File: config.mk
export PLATFORM = sky130hd
export DESIGN_NAME = text_encoding_detector
export DESIGN_NICKNAME = d
export VERILOG_FILES = /design/src/rtl/tenc_pkg.sv /design/src/rtl/tenc_scan.sv /design/src/rtl/tenc_classify.sv /design/src/rtl/text_encoding_detector.sv
export VERILOG_INCLUDE_DIRS = /design/src /design/src/rtl
export SDC_FILE = /design/constraint.sdc
export NUM_CORES = 1
export LEC_CHECK = 0
export BUFFER_PORTS_ARGS = -buffer_cell sky130_fd_sc_hd__buf_2
export CORE_ASPECT_RATIO = 1.5
export CORE_MARGIN = 1
export CORE_UTILIZATION = 62
export DETAILED_ROUTE_END_ITERATION = 10
export HOLD_SLACK_MARGIN = 0.1
export PLACE_DENSITY = 0.84
export SLEW_MARGIN = 10
export SYNTH_ARGS = -nofsm -noshare
export SYNTH_HDL_FRONTEND = slang
export SYNTH_SLANG_ARGS = --single-unit
File: constraint.sdc
create_clock -name clk -period 5.6 [get_ports clk]
set_clock_uncertainty 0.15 [all_clocks]
set_input_delay 0.28 -clock clk [delete_from_list [all_inputs] [get_ports clk]]
set_output_delay 0.28 -clock clk [all_outputs]
set_load 0.01 [all_outputs]
File: src/rtl/text_encoding_detector_defines.svh
// ----------------------------------------------------------------------------
// Text encoding detector assertion macros
// Shared concurrent assertion forms for the detector RTL.
// ----------------------------------------------------------------------------
`ifndef TEXT_ENCODING_DETECTOR_DEFINES_SVH
`define TEXT_ENCODING_DETECTOR_DEFINES_SVH

// Checked on every rising edge of clk, suspended while reset is asserted.
`define TED_ASSERT(lbl, prop) \
  lbl: assert property (@(posedge clk) disable iff (!rst_n) (prop)) \
    else $error("text_encoding_detector: assertion failed");

// Checked on every rising edge of clk, including reset cycles.
`define TED_ASSERT_ALWAYS(lbl, prop) \
  lbl: assert property (@(posedge clk) (prop)) \
    else $error("text_encoding_detector: assertion failed");

`endif

File: src/rtl/tenc_pkg.sv
// ----------------------------------------------------------------------------
// Text encoding detector package
// Result codes, byte constants and the scan summary type.
// ----------------------------------------------------------------------------
`default_nettype none

package tenc_pkg;

  // Result codes carried on the output channel.
  typedef enum logic [2:0] {
    ENC_UTF8     = 3'd0,
    ENC_UTF8_BOM = 3'd1,
    ENC_UTF16_LE = 3'd2,
    ENC_UTF16_BE = 3'd3,
    ENC_GBK      = 3'd4,
    ENC_SYSTEM   = 3'd5
  } enc_code_t;

  // Byte values and masks used by the structural checks.
  localparam logic [7:0] BYTE_EF   = 8'hEF;
  localparam logic [7:0] BYTE_BB   = 8'hBB;
  localparam logic [7:0] BYTE_BF   = 8'hBF;
  localparam logic [7:0] BYTE_FE   = 8'hFE;
  localparam logic [7:0] BYTE_FF   = 8'hFF;
  localparam logic [7:0] MASK_C0   = 8'hC0;
  localparam logic [7:0] MASK_E0   = 8'hE0;
  localparam logic [7:0] MASK_F0   = 8'hF0;
  localparam logic [7:0] MASK_F8   = 8'hF8;
  localparam logic [7:0] PAT_CONT  = 8'h80;
  localparam logic [7:0] PAT_LEAD2 = 8'hC0;
  localparam logic [7:0] PAT_LEAD3 = 8'hE0;
  localparam logic [7:0] PAT_LEAD4 = 8'hF0;
  localparam logic [7:0] GBK_LEAD_LO  = 8'h81;
  localparam logic [7:0] GBK_HI       = 8'hFE;
  localparam logic [7:0] GBK_TRAIL_LO = 8'h40;
  localparam logic [7:0] GBK_TRAIL_MD = 8'h7E;
  localparam logic [7:0] GBK_TRAIL_HI = 8'h80;

  // Running summary of a buffer, as it stands after the current byte.
  typedef struct packed {
    logic [1:0] byte_count;
    logic [7:0] first_byte;
    logic [7:0] second_byte;
    logic [1:0] pend;
    logic       utf8_valid;
    logic       gbk_seen;
    logic       bom8_seen;
  } scan_sum_t;

  // True when the byte pair a, b fits the GBK double-byte pattern.
  function automatic logic gbk_pair(input logic [7:0] a, input logic [7:0] b);
    logic lead;
    logic trail;
    lead  = (a >= GBK_LEAD_LO) && (a <= GBK_HI);
    trail = ((b >= GBK_TRAIL_LO) && (b <= GBK_TRAIL_MD)) ||
            ((b >= GBK_TRAIL_HI) && (b <= GBK_HI));
    return lead && trail;
  endfunction

endpackage

`default_nettype wire

File: src/rtl/tenc_scan.sv
// ----------------------------------------------------------------------------
// Text encoding detector byte scanner
// Holds the per-buffer state and folds each valid byte of a transaction into it.
// ----------------------------------------------------------------------------
`default_nettype none
`include "text_encoding_detector_defines.svh"

module tenc_scan (
  input  wire logic                clk,
  input  wire logic                rst_n,
  input  wire logic                acc,
  input  wire logic [7:0]          data_byte,
  input  wire logic                byte_valid,
  input  wire logic                last,
  output tenc_pkg::scan_sum_t      sum
);

  tenc_pkg::scan_sum_t cur_r;
  tenc_pkg::scan_sum_t cur_nxt;
  tenc_pkg::scan_sum_t clr;
  logic [7:0]          prev_r;
  logic [7:0]          prev_nxt;

  // Cleared buffer state.
  always_comb begin
    clr            = '0;
    clr.utf8_valid = 1'b1;
  end

  // Fold the incoming byte into the summary.
  always_comb begin
    sum = cur_r;
    if (byte_valid) begin
      unique case (cur_r.byte_count)
        2'd0: sum.first_byte = data_byte;
        2'd1: sum.second_byte = data_byte;
        2'd2: begin
          if ((cur_r.first_byte == tenc_pkg::BYTE_EF) &&
              (cur_r.second_byte == tenc_pkg::BYTE_BB) &&
              (data_byte == tenc_pkg::BYTE_BF)) begin
            sum.bom8_seen = 1'b1;
          end
        end
        default: ;
      endcase

      if ((cur_r.byte_count != 2'd0) && tenc_pkg::gbk_pair(prev_r, data_byte)) begin
        sum.gbk_seen = 1'b1;
      end

      // Structural UTF-8 lead and continuation checks.
      if (cur_r.utf8_valid) begin
        priority if (cur_r.pend != 2'd0) begin
          if ((data_byte & tenc_pkg::MASK_C0) != tenc_pkg::PAT_CONT) begin
            sum.utf8_valid = 1'b0;
          end else begin
            sum.pend = cur_r.pend - 2'd1;
          end
        end else if (data_byte < tenc_pkg::PAT_CONT) begin
          sum.pend = 2'd0;
        end else if ((data_byte & tenc_pkg::MASK_E0) == tenc_pkg::PAT_LEAD2) begin
          sum.pend = 2'd1;
        end else if ((data_byte & tenc_pkg::MASK_F0) == tenc_pkg::PAT_LEAD3) begin
          sum.pend = 2'd2;
        end else if ((data_byte & tenc_pkg::MASK_F8) == tenc_pkg::PAT_LEAD4) begin
          sum.pend = 2'd3;
        end else begin
          sum.utf8_valid = 1'b0;
        end
      end

      if (cur_r.byte_count != 2'd3) begin
        sum.byte_count = cur_r.byte_count + 2'd1;
      end
    end
  end

  // State advances on each transaction and clears after the transaction that carries last.
  always_comb begin
    cur_nxt  = cur_r;
    prev_nxt = prev_r;
    if (acc) begin
      if (last) begin
        cur_nxt  = clr;
        prev_nxt = '0;
      end else begin
        cur_nxt = sum;
        if (byte_valid) begin
          prev_nxt = data_byte;
        end
      end
    end
  end

  always_ff @(posedge clk) begin
    if (!rst_n) begin
      cur_r  <= clr;
      prev_r <= '0;
    end else begin
      cur_r  <= cur_nxt;
      prev_r <= prev_nxt;
    end
  end

  // A buffer end always leaves a fresh state behind.
  `TED_ASSERT(a_clear_after_last,
    (acc && last) |=> (cur_r.byte_count == 2'd0 && cur_r.pend == 2'd0 &&
                       cur_r.utf8_valid && !cur_r.gbk_seen && !cur_r.bom8_seen))
  // Owed continuations only exist once a lead byte has been folded in.
  `TED_ASSERT(a_pend_needs_lead,
    (cur_r.pend != 2'd0) |-> (cur_r.byte_count != 2'd0))

endmodule

`default_nettype wire

File: src/rtl/tenc_classify.sv
// ----------------------------------------------------------------------------
// Text encoding detector classifier
// Priority decision over the buffer summary.
// ----------------------------------------------------------------------------
`default_nettype none

module tenc_classify (
  input  wire tenc_pkg::scan_sum_t sum,
  output tenc_pkg::enc_code_t      code
);

  // Empty buffers read as UTF-8; then BOMs, then UTF-8 structure, then GBK pairs, else the system page.
  always_comb begin
    priority if (sum.byte_count == 2'd0) begin
      code = tenc_pkg::ENC_UTF8;
    end else if (sum.bom8_seen) begin
      code = tenc_pkg::ENC_UTF8_BOM;
    end else if ((sum.byte_count >= 2'd2) && (sum.first_byte == tenc_pkg::BYTE_FF) &&
                 (sum.second_byte == tenc_pkg::BYTE_FE)) begin
      code = tenc_pkg::ENC_UTF16_LE;
    end else if ((sum.byte_count >= 2'd2) && (sum.first_byte == tenc_pkg::BYTE_FE) &&
                 (sum.second_byte == tenc_pkg::BYTE_FF)) begin
      code = tenc_pkg::ENC_UTF16_BE;
    end else if (sum.utf8_valid && (sum.pend == 2'd0)) begin
      code = tenc_pkg::ENC_UTF8;
    end else if (sum.gbk_seen) begin
      code = tenc_pkg::ENC_GBK;
    end else begin
      code = tenc_pkg::ENC_SYSTEM;
    end
  end

endmodule

`default_nettype wire

File: src/rtl/text_encoding_detector.sv
// ----------------------------------------------------------------------------
// Text encoding detector
// Classifies a streamed byte buffer as UTF-8, UTF-8 BOM, UTF-16, GBK or system.
// ----------------------------------------------------------------------------
// The result appears in out_valid in the cycle after the last transaction is taken.
// Throughput: one byte per cycle unless stalled; the scanner folds each byte into registered state.
// The result register frees itself in the cycle it is taken, so input stalls
// only while a finished result waits on out_ready.
// Reset: synchronous active-low rst_n clears the buffer state and the result.
`default_nettype none
`include "text_encoding_detector_defines.svh"

module text_encoding_detector (
  input  wire logic       clk,
  input  wire logic       rst_n,
  input  wire logic       in_valid,
  output logic            in_ready,
  input  wire logic [7:0] in_data_byte,
  input  wire logic       in_byte_valid,
  input  wire logic       in_last,
  output logic            out_valid,
  input  wire logic       out_ready,
  output logic [2:0]      out_encoding_code
);

  logic                acc;
  tenc_pkg::scan_sum_t sum;
  tenc_pkg::enc_code_t code;
  logic                out_valid_r;
  logic                out_valid_nxt;
  logic [2:0]          out_code_r;
  logic [2:0]          out_code_nxt;

  // Input side takes a transaction whenever the result slot is free or draining.
  assign in_ready = !out_valid_r || out_ready;
  assign acc      = in_valid && in_ready;

  tenc_scan u_scan (
    .clk        (clk),
    .rst_n      (rst_n),
    .acc        (acc),
    .data_byte  (in_data_byte),
    .byte_valid (in_byte_valid),
    .last       (in_last),
    .sum        (sum)
  );

  tenc_classify u_classify (
    .sum  (sum),
    .code (code)
  );

  // Result register loads on the transaction that ends a buffer.
  always_comb begin
    out_valid_nxt = out_valid_r;
    out_code_nxt  = out_code_r;
    if (acc && in_last) begin
      out_valid_nxt = 1'b1;
      out_code_nxt  = code;
    end else if (out_ready) begin
      out_valid_nxt = 1'b0;
    end
  end

  always_ff @(posedge clk) begin
    if (!rst_n) begin
      out_valid_r <= 1'b0;
    end else begin
      out_valid_r <= out_valid_nxt;
    end
  end

  always_ff @(posedge clk) begin
    out_code_r <= out_code_nxt;
  end

  assign out_valid         = out_valid_r;
  assign out_encoding_code = out_code_r;

  // A result only ever follows a transaction that carried last.
  `TED_ASSERT(a_result_from_last,
    $rose(out_valid_r) |-> $past(in_valid && in_ready && in_last))
  // A held result blocks new input.
  `TED_ASSERT(a_stall_blocks_input, (out_valid_r && !out_ready) |-> !in_ready)
  // Result codes stay within the defined set.
  `TED_ASSERT(a_code_range,
    out_valid_r |-> (out_code_r != 3'd6 && out_code_r != 3'd7))
  // Reset leaves no result pending.
  `TED_ASSERT_ALWAYS(a_reset_empty, !rst_n |=> !out_valid_r)

endmodule

`default_nettype wire

# Yosys cells after proc, flatten, opt, wreduce, memory -nomap -nowiden
# Index checks and enable logic that the tools add are counted.
# word_totals
memories	0
reg_bits	35
input_bits	14
elab_cells	92
romBits	0
ram_bits	0
latch_bits	0
# op_classes
n_eq_ne	14
n_mul	0
n_reduce_logical	27
n_mux	29
n_addsub	2
n_lt_le_gt_ge	8
div_mod_pow	0
n_shift	0
bitwise_logic	0
# ops
operator	count
$eq A8 B8 Y1 const B	7
$mux W23	2
$mux W8	4
$mux W2	9
$ge A8 B8 Y1 const B	2
$le A8 B8 Y1 const B	2
$logic_and A1 B1 Y1	14
$mux W1	12
$ge A8 B7 Y1 const B	1
$le A8 B7 Y1 const B	1
$lt A8 B8 Y1 const B	1
$reduce_bool A2 Y1	4
$logic_not A2 Y1	3
$mux W3	2
$eq A5 B5 Y1 const B	1
$reduce_or A5 Y1	1
$eq A4 B4 Y1 const B	1
$ne A2 B2 Y1 const B	2
$eq A3 B3 Y1 const B	1
$add A2 B1 Y2 const B	1
$eq A2 B1 Y1 const B	1
$eq A2 B2 Y1 const B	1
$ge A2 B2 Y1 const B	1
$logic_or A1 B1 Y1	2
other kinds (4)	4

# Longest topological paths before layout
# Gate-level depths: netlist of the first run.
# depth
depth_word	14
ltp_mapped	8
mapped_depth_nobuf	8

# By module
# From an unflattened synthesis of the first run, not the netlist that was laid out.
# unflattened
cells_unflattened	204
hier_area_um2	1980.6
# by_module_without_submodules
mod	instances	cells_each	area_per_inst_um2
tenc_scan	1	178	1676.6
text_encoding_detector	1	9	161.4
tenc_classify	1	17	142.6

# Least setup slack after synthesis of the first run
# Ideal clock, no wire load.
# synth_path
kind	reg2reg
startpoint	reg u_scan.cur_r[3] (netlist bit)
endpoint	reg out_code_r[0], in the netlist out_encoding_code[0] (data pin)
stages_incl_launch_ff	9
t_arrival_ns	1.696
setup_time_ns	0.262
required_ns	5.188
path_buffers	0
slack_ns	3.492
synth_period_minus_slack_ns	2.108
path_cell_list	dfxtp_1 > inv_1 > ha_1 > nand4_1 > a211oi_1 > a2111oi_2 > a31oi_1 > a211oi_1 > nor3_1
# synth_between
elab_chain_len	13
word_cells_on_any_way	16
classes_between	add/sub: 1; mux: 12; reduce/logical: 3
# synth_rtl
item	line_no	source
start, declared	tenc_scan.sv:18	tenc_pkg::scan_sum_t cur_r;
start signal, assigned	tenc_scan.sv:97	cur_r <= clr;
start signal, assigned	tenc_scan.sv:100	cur_r <= cur_nxt;
$mux W2	tenc_scan.sv:65	end else if ((data_byte & tenc_pkg::MASK_F8) == tenc_pkg::PAT_LEAD4) begin
$mux W2	tenc_scan.sv:63	end else if ((data_byte & tenc_pkg::MASK_F0) == tenc_pkg::PAT_LEAD3) begin
$mux W2	tenc_scan.sv:61	end else if ((data_byte & tenc_pkg::MASK_E0) == tenc_pkg::PAT_LEAD2) begin
$mux W2	tenc_scan.sv:59	end else if (data_byte < tenc_pkg::PAT_CONT) begin
$mux W3	tenc_scan.sv:53	priority if (cur_r.pend != 2'd0) begin
$mux W3	tenc_scan.sv:52	if (cur_r.utf8_valid) begin
$mux W23 (*)	tenc_scan.sv:33	if (byte_valid) begin
$logic_not A2 Y1	tenc_classify.sv:24	end else if (sum.utf8_valid && (sum.pend == 2'd0)) begin
$logic_and A1 B1 Y1 (*)	tenc_classify.sv:24	
$mux W2 (*)	tenc_classify.sv:24	
$mux W2 (*)	tenc_classify.sv:21	end else if ((sum.byte_count >= 2'd2) && (sum.first_byte == tenc_pkg::BYTE_FE) &&
$mux W2 (*)	tenc_classify.sv:18	end else if ((sum.byte_count >= 2'd2) && (sum.first_byte == tenc_pkg::BYTE_FF) &&
$mux W1 (*)	tenc_classify.sv:16	end else if (sum.bom8_seen) begin
end signal, assigned	text_encoding_detector.sv:74	out_code_r <= out_code_nxt;
end, declared	text_encoding_detector.sv:31	logic [2:0] out_code_r;
# Mark *: on every way between the ends. The rest lies on a longest branch, timed or not.
# A chain may end at the register's enable or synchronous reset.

# Worst setup path in the final report of the first run
# Same ends and word-level chain as after synthesis.

==> impl_metrics.py, run 1 <==
metrics = {
    "outcome": {
        "outcome": "finished, final reports clean",
    },
    "global_route": {
        "grt_overflow": 0,
        "antenna_found_initial": 0,
        "grt_first_pass_wirelength_um": 7270,
        "first_global_vias": 1608,
        "grt.met3_usage": 0.0785,
        "use_met1": 0.365,
        "globalRouteTotalUtil": 0.305,
        "grt_max_degree": 30,
        "use_met2": 0.489,
        "grt_busiest_layer": "met2",
    },
    "drt": {
        "drt_wl_total_um": 4440,
        "vias_per_cell": 6.58,
        "first_pass_iters": 4,
        "wl_per_cell_um": 16.8,
        "detail-route-antenna-nets": 0,
        "drcViolationCount": 0,
        "vias": 1738,
        "drt_iter0_markers": 88,
    },
    "timing": {
        "tightest_slew_ns": 0.773,
        "hold_viol_final": 0,
        "slew_viol_final": 0,
        "clock.fmax_mhz": 415,
        "timing.setup.tns_ns": 0,
        "finalSetupViolCount": 0,
        "rsz0062_at_grt": "false",
        "period_share": 0.430,
        "fin_crit_ns": 2.41,
        "slew_headroom": 0.484,
    },
    "pwr": {
        "power_frac_comb": 0.120,
        "netSwitchingFraction": 0.251,
        "cellInternalPower_uw": 394,
        "p_leak_nw": 0.705,
        "pwr-share-seq": 0.501,
        "clkPwrFrac": 0.379,
        "totalPowerFinal_uw": 526,
        "switching_power_uw": 132,
        "powerDensity_nw_per_um2": 258,
        "ir_drop_v": 0.000210,
    },
    "clocking": {
        "holdBufCountCts": 0,
        "cts_buffer_depth": 2,
        "clk_root_buffer_cell": "clkbuf_8",
        "cts_made_buffers": 5,
        "cts_setup_buffers": 0,
        "h-tree-depth": 2,
        "cts_tree": "done",
        "cts.clk_slew.worst_paths_ns": 0.07,
        "clk_latency_ns": 0.29,
        "cts_resized": 0,
        "cts_sinks": 35,
    },
    "worst_hold_path": {
        "holdPathStages": 3,
        "hold-path-endpoint": "u_scan.cur_r[7]",
        "hold_path_class": "primary input to register",
        "hp-start": "in_data_byte[2]",
    },
    "die": {
        "dieArea_um2": 3220,
        "io_pins": 19,
        "die_h_um": 69.0,
        "initial_core_util": 0.645,
        "rows": 24,
        "design.core.area_um2": 2880,
        "fp.dieW_um": 46.7,
    },
    "cells_and_area": {
        "layout.nets": 239,
        "drive_above_1_share": 0.142,
        "instances_no_fill": 264,
        "areaGrowthSynthToFinish_pct": 9.56,
        "utilization": 0.706,
        "post-route-cell-area_um2": 2040,
        "antenna_cells": 0,
    },
    "critical_path": {
        "crit_chain": "inv_1 -> ha_1 -> nand4_1 -> a211oi_1 -> a2111oi_2 -> a31oi_1 -> a211oi_1 -> nor3_1",
        "r2r_end": "out_encoding_code[0]",
        "critPathMaxStageDelay_ns": 0.45,
        "cp.buffers_inverters": 1,
        "required_ns": 5.50,
        "worstPathArrival_ns": 2.30,
        "cp-start-kind": "register",
        "reg2reg_slack_ns": 3.19,
        "crit_top_cell": "a211oi_1",
        "cp-startpoint": "u_scan.cur_r[3]",
        "crit_slowest_cell": "a2111oi_2",
        "cpLargestDelayFamily": "compound AO/OA/AOI/OAI gates",
        "worstSetupPathType": "register to register",
        "r2r_cells": 8,
        "critPathMaxFanout": 8,
        "r2r_start": "u_scan.cur_r[3]",
        "crit_path_end_kind": "register",
    },
    "yosys": {
        "synth_most_common_cell": "dfxtp_1",
        "ys_async_sr_fraction": 0,
        "yosysSeqAreaShare": 0.393,
        "synth.distinct_cells": 54,
        "synth.cell_area_um2": 1860,
        "synth_top_area_frac": 0.345,
        "synth_edf_count": 3,
        "syn_nets": 226,
        "yosys-top-cells-area": "dfxtp_1 (34%), nor2b_1 (10%), a22oi_1 (7.7%), edfxtp_1 (4.8%), nor3_1 (3.2%)",
        "synth_top_area_cell": "dfxtp_1",
        "syn_area_per_cell_um2": 8.81,
        "synth_ff_type": "dfxtp_1",
        "ys_ff_latch": 35,
        "netlist_instances": 211,
        "synth_commonest_cells": "dfxtp_1 (32), nor2b_1 (31), a22oi_1 (19)",
        "yosysWarnings": 0,
    },
    "flow_run": {
        "maxCapViolCount": 0,
    },
    "place": {
        "dp_hpwl_um": 3220,
        "postPlaceCellArea_um2": 1940,
        "gp_congestion": 0.934,
        "placedCellCount": 256,
        "place.port_buffers": 18,
    },
}
-- cell usage in the layout (no fill, tap or decap), types with 2 or more instances in the layout --
| cell | n |
|---|---|
| nand2_1 | 12 |
| a22oi_1 | 19 |
| dfxtp_1 | 32 |
| nand2b_1 | 7 |
| nor2_1 | 6 |
| a21oi_1 | 6 |
| o21ai_1 | 3 |
| or3_1 | 2 |
| buf_2 | 18 |
| inv_1 | 7 |
| nor2b_1 | 31 |
| nor4_1 | 3 |
| nor3_1 | 12 |
| a211oi_1 | 4 |
| mux2i_1 | 3 |
| nand4_1 | 4 |
| edfxtp_1 | 3 |
| or4_1 | 2 |
| a31oi_1 | 3 |
| clkbuf_8 | 7 |
| o21ai_0 | 2 |
| a32oi_1 | 3 |
| nor3b_1 | 2 |
| nand3_1 | 6 |
-- kinds of logic (layout without fill, tap and decap cells) --
group | after synthesis | count (layout) | synth area share
adders and majority gates | 1 | 1 | 0.00673
AOI/OAI and AO/OA | 54 | 54 | 0.219
DFF | 35 | 35 | 0.393
and+or+nand+nor | 97 | 97 | 0.306
xor gates and xnor gates | 1 | 1 | 0.00471
buffers and inverters | 19 | 33 | 0.0471
muxes | 4 | 4 | 0.0236
-- per-layer routing --
layer,up-vias,wire (um)
li1,817,-
met1,833,1740
met5,-,0
met3,18,223
met4,0,156
met2,70,2320
-- power groups by stage --
stage / logic [mW] / registers [mW] / clock network [mW]
final: 0.0633 / 0.263 / 0.199
after global routing: 0.0689 / 0.264 / 0.209
after CTS: 0.0624 / 0.263 / 0.201
after detailed placement: 0.0616 / 0.269 / 0
after global placement: 0.0590 / 0.269 / 0
after floorplan: 0.0454 / 0.268 / 0
-- tightest hold or removal path: stages --
cell and delay [ns]:
buf_2 0.13, a22oi_1 0.07, nor2b_1 0.10
-- through the flow --
stage               hold WS [ns]  worst slack [ns]
finish                     0.180              3.19
global route               0.193              2.97
CTS                        0.182              3.23
detailed placement         0.352              3.24
global placement           0.346              3.35
floorplan                  0.301              3.49
-- final cells by class --
cell class	count	area (um^2)
Clock buffer	8	100
Fill cell	260	847
Inverter	7	26.3
Multi-Input combinational cell	157	1040
Sequential cell	35	731
Tap cell	39	48.8
Timing Repair Buffer	18	90.1
-- sequential cells by signal, indices dropped and copies added (netlist names) --
register	count
u_scan.prev_r	8
u_scan.cur_r	23
out_valid	1
out_encoding_code	3
-- worst max-delay path by stage --
stage                           endpoint  slack [ns]  cells after the start
floorplan           out_encoding_code[0]        3.49                      8
global placement    out_encoding_code[0]        3.35                      8
detailed placement  out_encoding_code[0]        3.24                      8
CTS                 out_encoding_code[0]        3.23                      8
global route        out_encoding_code[0]        2.97                      8
finish              out_encoding_code[0]        3.19                      8
(Power assumes the default switching activity.)
==> run 2: changes to the inputs <==
- CORE_UTILIZATION: 62 -> 58
- PLACE_DENSITY: 0.84 -> 0.8
- clock period: 5.6 -> 2.42 ns (I/O delays scaled with it)
==> impl_metrics.py, run 2 (synthesis results as in run 1) <==
metrics = {
    "global_route": {
        "globalRouteTotalUtil": 0.303,
        "first_global_vias": 1736,
        "grt_first_pass_wirelength_um": 7420,
        "grt_max_degree": 30,
        "grt_overflow": 0,
        "antenna_found_initial": 0,
    },
    "cells_and_area": {
        "areaGrowthSynthToFinish_pct": 15.2,
        "fill_cells": 223,
        "regMostFlops": "u_scan.cur_r",
        "utilization": 0.720,
        "antenna_cells": 0,
        "layout.nets": 247,
        "layout_common_cells": "nor2b_1 (31), dfxtp_1 (31), a22oi_1 (19)",
        "largest_reg_flops": 23,
        "drive_above_1_share": 0.163,
        "post-route-cell-area_um2": 2140,
    },
    "die": {
        "fp.dieW_um": 48.2,
        "design.core.area_um2": 2970,
        "io_pins": 19,
        "initial_core_util": 0.625,
        "dieArea_um2": 3440,
        "die_h_um": 71.3,
        "rows": 24,
    },
    "place": {
        "place.port_buffers": 18,
        "postPlaceCellArea_um2": 1950,
        "dp_hpwl_um": 3390,
        "gp_congestion": 0.902,
    },
    "critical_path": {
        "cp-startpoint": "u_scan.cur_r[4]",
        "cp-start-kind": "register",
        "required_ns": 2.40,
        "critPathMaxStageDelay_ns": 0.45,
        "crit_chain": "inv_1 -> ha_1 -> nand4_1 -> a211oi_1 -> a2111oi_4 -> a31oi_1 -> a211oi_1 -> nor3_1",
        "worstPathArrival_ns": 2.32,
        "crit_top_cell": "a211oi_1",
        "r2r_start": "u_scan.cur_r[4]",
        "worstSetupPathType": "register to register",
        "cp.buffers_inverters": 1,
        "crit_path_end_kind": "register",
        "critPathMaxFanout": 8,
        "crit_slowest_cell": "a211oi_1",
        "cpLargestDelayFamily": "compound AO/OA/AOI/OAI gates",
    },
    "drt": {
        "vias_per_cell": 6.33,
        "wl_per_cell_um": 17.3,
        "drt_iter0_markers": 68,
        "first_pass_iters": 4,
        "detail-route-antenna-nets": 0,
        "drcViolationCount": 0,
        "vias": 1723,
        "drt_wl_total_um": 4710,
    },
    "pwr": {
        "switching_power_uw": 317,
        "powerDensity_nw_per_um2": 578,
        "clkPwrFrac": 0.378,
        "netSwitchingFraction": 0.256,
        "ir_drop_v": 0.000500,
        "pwr-share-seq": 0.493,
        "p_leak_nw": 0.744,
        "power_frac_comb": 0.129,
        "cellInternalPower_uw": 919,
    },
    "timing": {
        "tightest_slew_ns": 0.679,
        "period_share": 0.965,
        "slew_viol_final": 0,
        "clock.fmax_mhz": 428,
        "hold_viol_final": 0,
        "rsz0062_at_grt": "false",
        "fin_crit_ns": 2.34,
        "slew_headroom": 0.544,
        "timing.setup.tns_ns": 0,
        "finalSetupViolCount": 0,
    },
    "outcome": {
        "outcome": "finished, final reports clean",
    },
    "worst_hold_path": {
        "hp-start": "in_last",
        "hold_path_class": "primary input to register",
    },
    "clocking": {
        "clk_root_buffer_cell": "clkbuf_8",
        "cts.clk_slew.worst_paths_ns": 0.07,
        "cts_made_buffers": 5,
        "cts_tree": "done",
        "clk_latency_ns": 0.29,
        "cts_buffer_depth": 2,
        "cts_sinks": 35,
        "h-tree-depth": 2,
    },
    "flow_run": {
        "maxCapViolCount": 0,
    },
}
==> run 2: worst register-to-register path, delay by kind of cell (launching register included) <==
family                   cells  cell delay [ns]
adder cells (fa/ha/maj)      1             0.32
buffers and inverters        1             0.11
AO/OA/AOI/OAI                4             0.90
AND/OR/NAND/NOR              2             0.37
flip-flops                   1             0.34
==> run 2: layout make-up <==
type,count,area (um^2),area share
timing repair buffer,26,165,0.0772
multi-input combinational,157,1060,0.497
clock inverter,1,7.51,0.00351
sequential,35,732,0.342
clock buffer,7,96.3,0.0450
inverter,7,26.3,0.0123
tap,39,48.8,0.0228
==> run 2: path summary, 6_finish.rpt <==
| check | to | slack, ns | depth (start not counted) |
|---|---|---|---|
| hold reg to reg | u_scan.cur_r[0] | 0.37 | 2 |
| setup reg to reg | out_encoding_code[0] | 0.08 | 8 |
| hold / removal | out_valid | 0.11 | 3 |
| setup / recovery | out_encoding_code[0] | 0.08 | 8 |
==> run 2: metal layers <==
metal / global-route usage / up-vias / part of all wire
li1: - / 833 / -
met1: 0.309 / 810 / 0.38
met2: 0.529 / 59 / 0.53
met3: 0.0730 / 21 / 0.045
met4: 0.157 / 0 / 0.042
met5: 0 / - / 0
==> run 2: timing repair <==
item | in CTS | in global routing
gates resized for setup | 0 | 5
endpoints found under the setup margin | 0 | 1
endpoints found under the hold margin | 12 | 0
buffers inserted | 0 | 0
hold buffers | 6 | 0
==> run 2: power by group through the flow <==
stage / sequential, mW / clock, mW / combinational, mW
2_1_floorplan: 0.619 / 0 / 0.105
3_3_place_gp: 0.621 / 0 / 0.141
3_5_place_dp: 0.622 / 0 / 0.146
4_1_cts: 0.609 / 0.473 / 0.154
5_1_grt: 0.610 / 0.496 / 0.172
6_report: 0.609 / 0.468 / 0.159
==> run 2: through the flow <==
stage | setup slack, ns | hold slack [ns] | total power [mW] | std cells
final | 0.0848 | 0.111 | 1.24 | 272
after global routing | 0.00366 | 0.127 | 1.28 | 272
after CTS | 0.0133 | 0.106 | 1.24 | 272
after detailed placement | 0.0225 | 0.324 | 0.768 | 258
after global placement | 0.211 | 0.317 | 0.762 | 258
after floorplan | 0.312 | 0.142 | 0.724 | 211
==> run 3: changes to the inputs <==
- BUFFER_PORTS_ARGS: -buffer_cell sky130_fd_sc_hd__buf_2 -> -buffer_cell sky130_fd_sc_hd__clkbuf_2
- CTS_CLUSTER_DIAMETER: not set -> 60
==> impl_metrics.py, run 3 (synthesis results as in run 1) <==
metrics = {
    "outcome": {
        "outcome": "finished, final reports clean",
    },
    "pwr": {
        "totalPowerFinal_mw": 1.28,
        "powerDensity_nw_per_um2": 600,
        "p_leak_nw": 0.743,
        "ir_drop_v": 0.000536,
    },
    "clocking": {
        "cts_buffer_depth": 2,
        "h-tree-depth": 2,
        "cts_made_buffers": 5,
        "cts_sinks": 35,
        "cts.clk_slew.worst_paths_ns": 0.07,
        "clk_latency_ns": 0.29,
        "cts_tree": "done",
        "clk_root_buffer_cell": "clkbuf_8",
    },
    "cells_and_area": {
        "largest_reg_flops": 23,
        "utilization": 0.716,
        "layout_common_cells": "nor2b_1 (31), dfxtp_1 (31), a22oi_1 (19)",
        "multiInputGateArea_um2": 1070,
        "layout.nets": 245,
        "fill_cells": 232,
        "areaGrowthSynthToFinish_pct": 14.5,
        "drive_above_1_share": 0.160,
        "seqCellArea_um2": 732,
        "regMostFlops": "u_scan.cur_r",
        "antenna_cells": 0,
        "post-route-cell-area_um2": 2130,
    },
    "global_route": {
        "globalRouteTotalUtil": 0.316,
        "antenna_found_initial": 0,
        "first_global_vias": 1740,
        "grt_max_degree": 30,
        "grt_first_pass_wirelength_um": 7620,
        "grt_overflow": 0,
    },
    "place": {
        "dpl_worst_slack_ns": 0.0311,
        "dp_hpwl_um": 3390,
        "postPlaceCellArea_um2": 1950,
        "place.port_buffers": 18,
        "gp_congestion": 0.905,
    },
    "critical_path": {
        "crit_path_end_kind": "register",
        "cp-start-kind": "register",
        "worstSetupPathType": "register to register",
        "cp.buffers_inverters": 1,
        "cp-startpoint": "u_scan.cur_r[3]",
        "critPathMaxFanout": 8,
        "worstPathArrival_ns": 2.20,
        "crit_slowest_cell": "dfxtp_2",
        "critPathMaxStageDelay_ns": 0.41,
        "required_ns": 2.31,
        "crit_chain": "inv_1 -> ha_1 -> o2111a_1 -> a2111oi_4 -> a31oi_1 -> a211oi_1 -> nor3_1",
        "cpLargestDelayFamily": "compound AO/OA/AOI/OAI gates",
        "r2r_start": "u_scan.cur_r[3]",
    },
    "drt": {
        "drt_wl_total_um": 4840,
        "drt_iter0_markers": 62,
        "wl_per_cell_um": 17.9,
        "drcViolationCount": 0,
        "detail-route-antenna-nets": 0,
        "first_pass_iters": 5,
        "vias_per_cell": 6.50,
        "vias": 1755,
    },
    "timing": {
        "fin_crit_ns": 2.31,
        "tightest_slew_ns": 0.657,
        "slew_viol_final": 0,
        "slew_headroom": 0.559,
        "hold_viol_final": 0,
        "setup_ws_ns": 0.109,
        "clock.fmax_mhz": 433,
        "period_share": 0.955,
        "timing.setup.tns_ns": 0,
        "finalSetupViolCount": 0,
    },
    "worst_hold_path": {
        "hold_path_class": "primary input to register",
        "hp-start": "in_data_byte[4]",
    },
    "die": {
        "design.core.area_um2": 2970,
        "die_h_um": 71.3,
        "initial_core_util": 0.625,
        "fp.dieW_um": 48.2,
        "io_pins": 19,
        "dieArea_um2": 3440,
        "rows": 24,
    },
    "flow_run": {
        "maxCapViolCount": 0,
    },
}
[run 3: cell types whose count changed in the layout (fill, tap and decap cells not counted), moves of 2 or more]
cell / previous run / this run
dlygate4sd3_1: 6 / 4
clkbuf_2: 0 / 18
clkbuf_8: 7 / 5
buf_2: 18 / 0
clkbuf_1: 0 / 2
[run 3: metrics by stage]
step / hold slack, ns / cells
2_1_floorplan: 0.142 / 211
3_3_place_gp: 0.323 / 258
3_5_place_dp: 0.335 / 258
4_1_cts: 0.103 / 270
5_1_grt: 0.162 / 270
6_report: 0.112 / 270
[run 3: worst min-delay path, delay by kind of cell]
family,cells,cell delay [ns]
simple gates,1,0.10
compound gates,1,0.10
buf+inv,1,0.20
[run 3: final timing paths]
| kind | end | slack, ns | depth (start not counted) |
|---|---|---|---|
| max | out_encoding_code[0] | 0.11 | 7 |
| min | u_scan.cur_r[9] | 0.11 | 3 |
| max reg2reg | out_encoding_code[0] | 0.11 | 7 |
| min reg2reg | u_scan.cur_r[0] | 0.37 | 2 |
[run 3: routing by layer]
layer	part of all wire	GRT usage
met5	0	0
met4	0.049	0.167
met3	0.044	0.0730
met2	0.52	0.541
met1	0.39	0.332
[run 3: report_power, final]
part,internal (mW),switching [mW]
Clock,0.308,0.201
Combinational,0.0611,0.0972
Sequential,0.598,0.0118
[run 3: what timing repair did]
| action | 4_1_cts | 5_1_grt |
|---|---|---|
| gates resized for setup | 0 | 6 |
| setup buffers | 0 | 0 |
| hold buffers | 4 | 0 |
| setup endpoints to repair | 0 | 1 |
| hold endpoints to repair | 8 | 0 |
[run 3: area by class of cell]
cell class                 instances  area share
clock buffer                       7      0.0359
clock inverter                     1      0.0141
inverter                           7      0.0123
multi-input combinational        157       0.503
sequential                        35       0.344
tap                               39      0.0229
timing repair buffer              24      0.0682
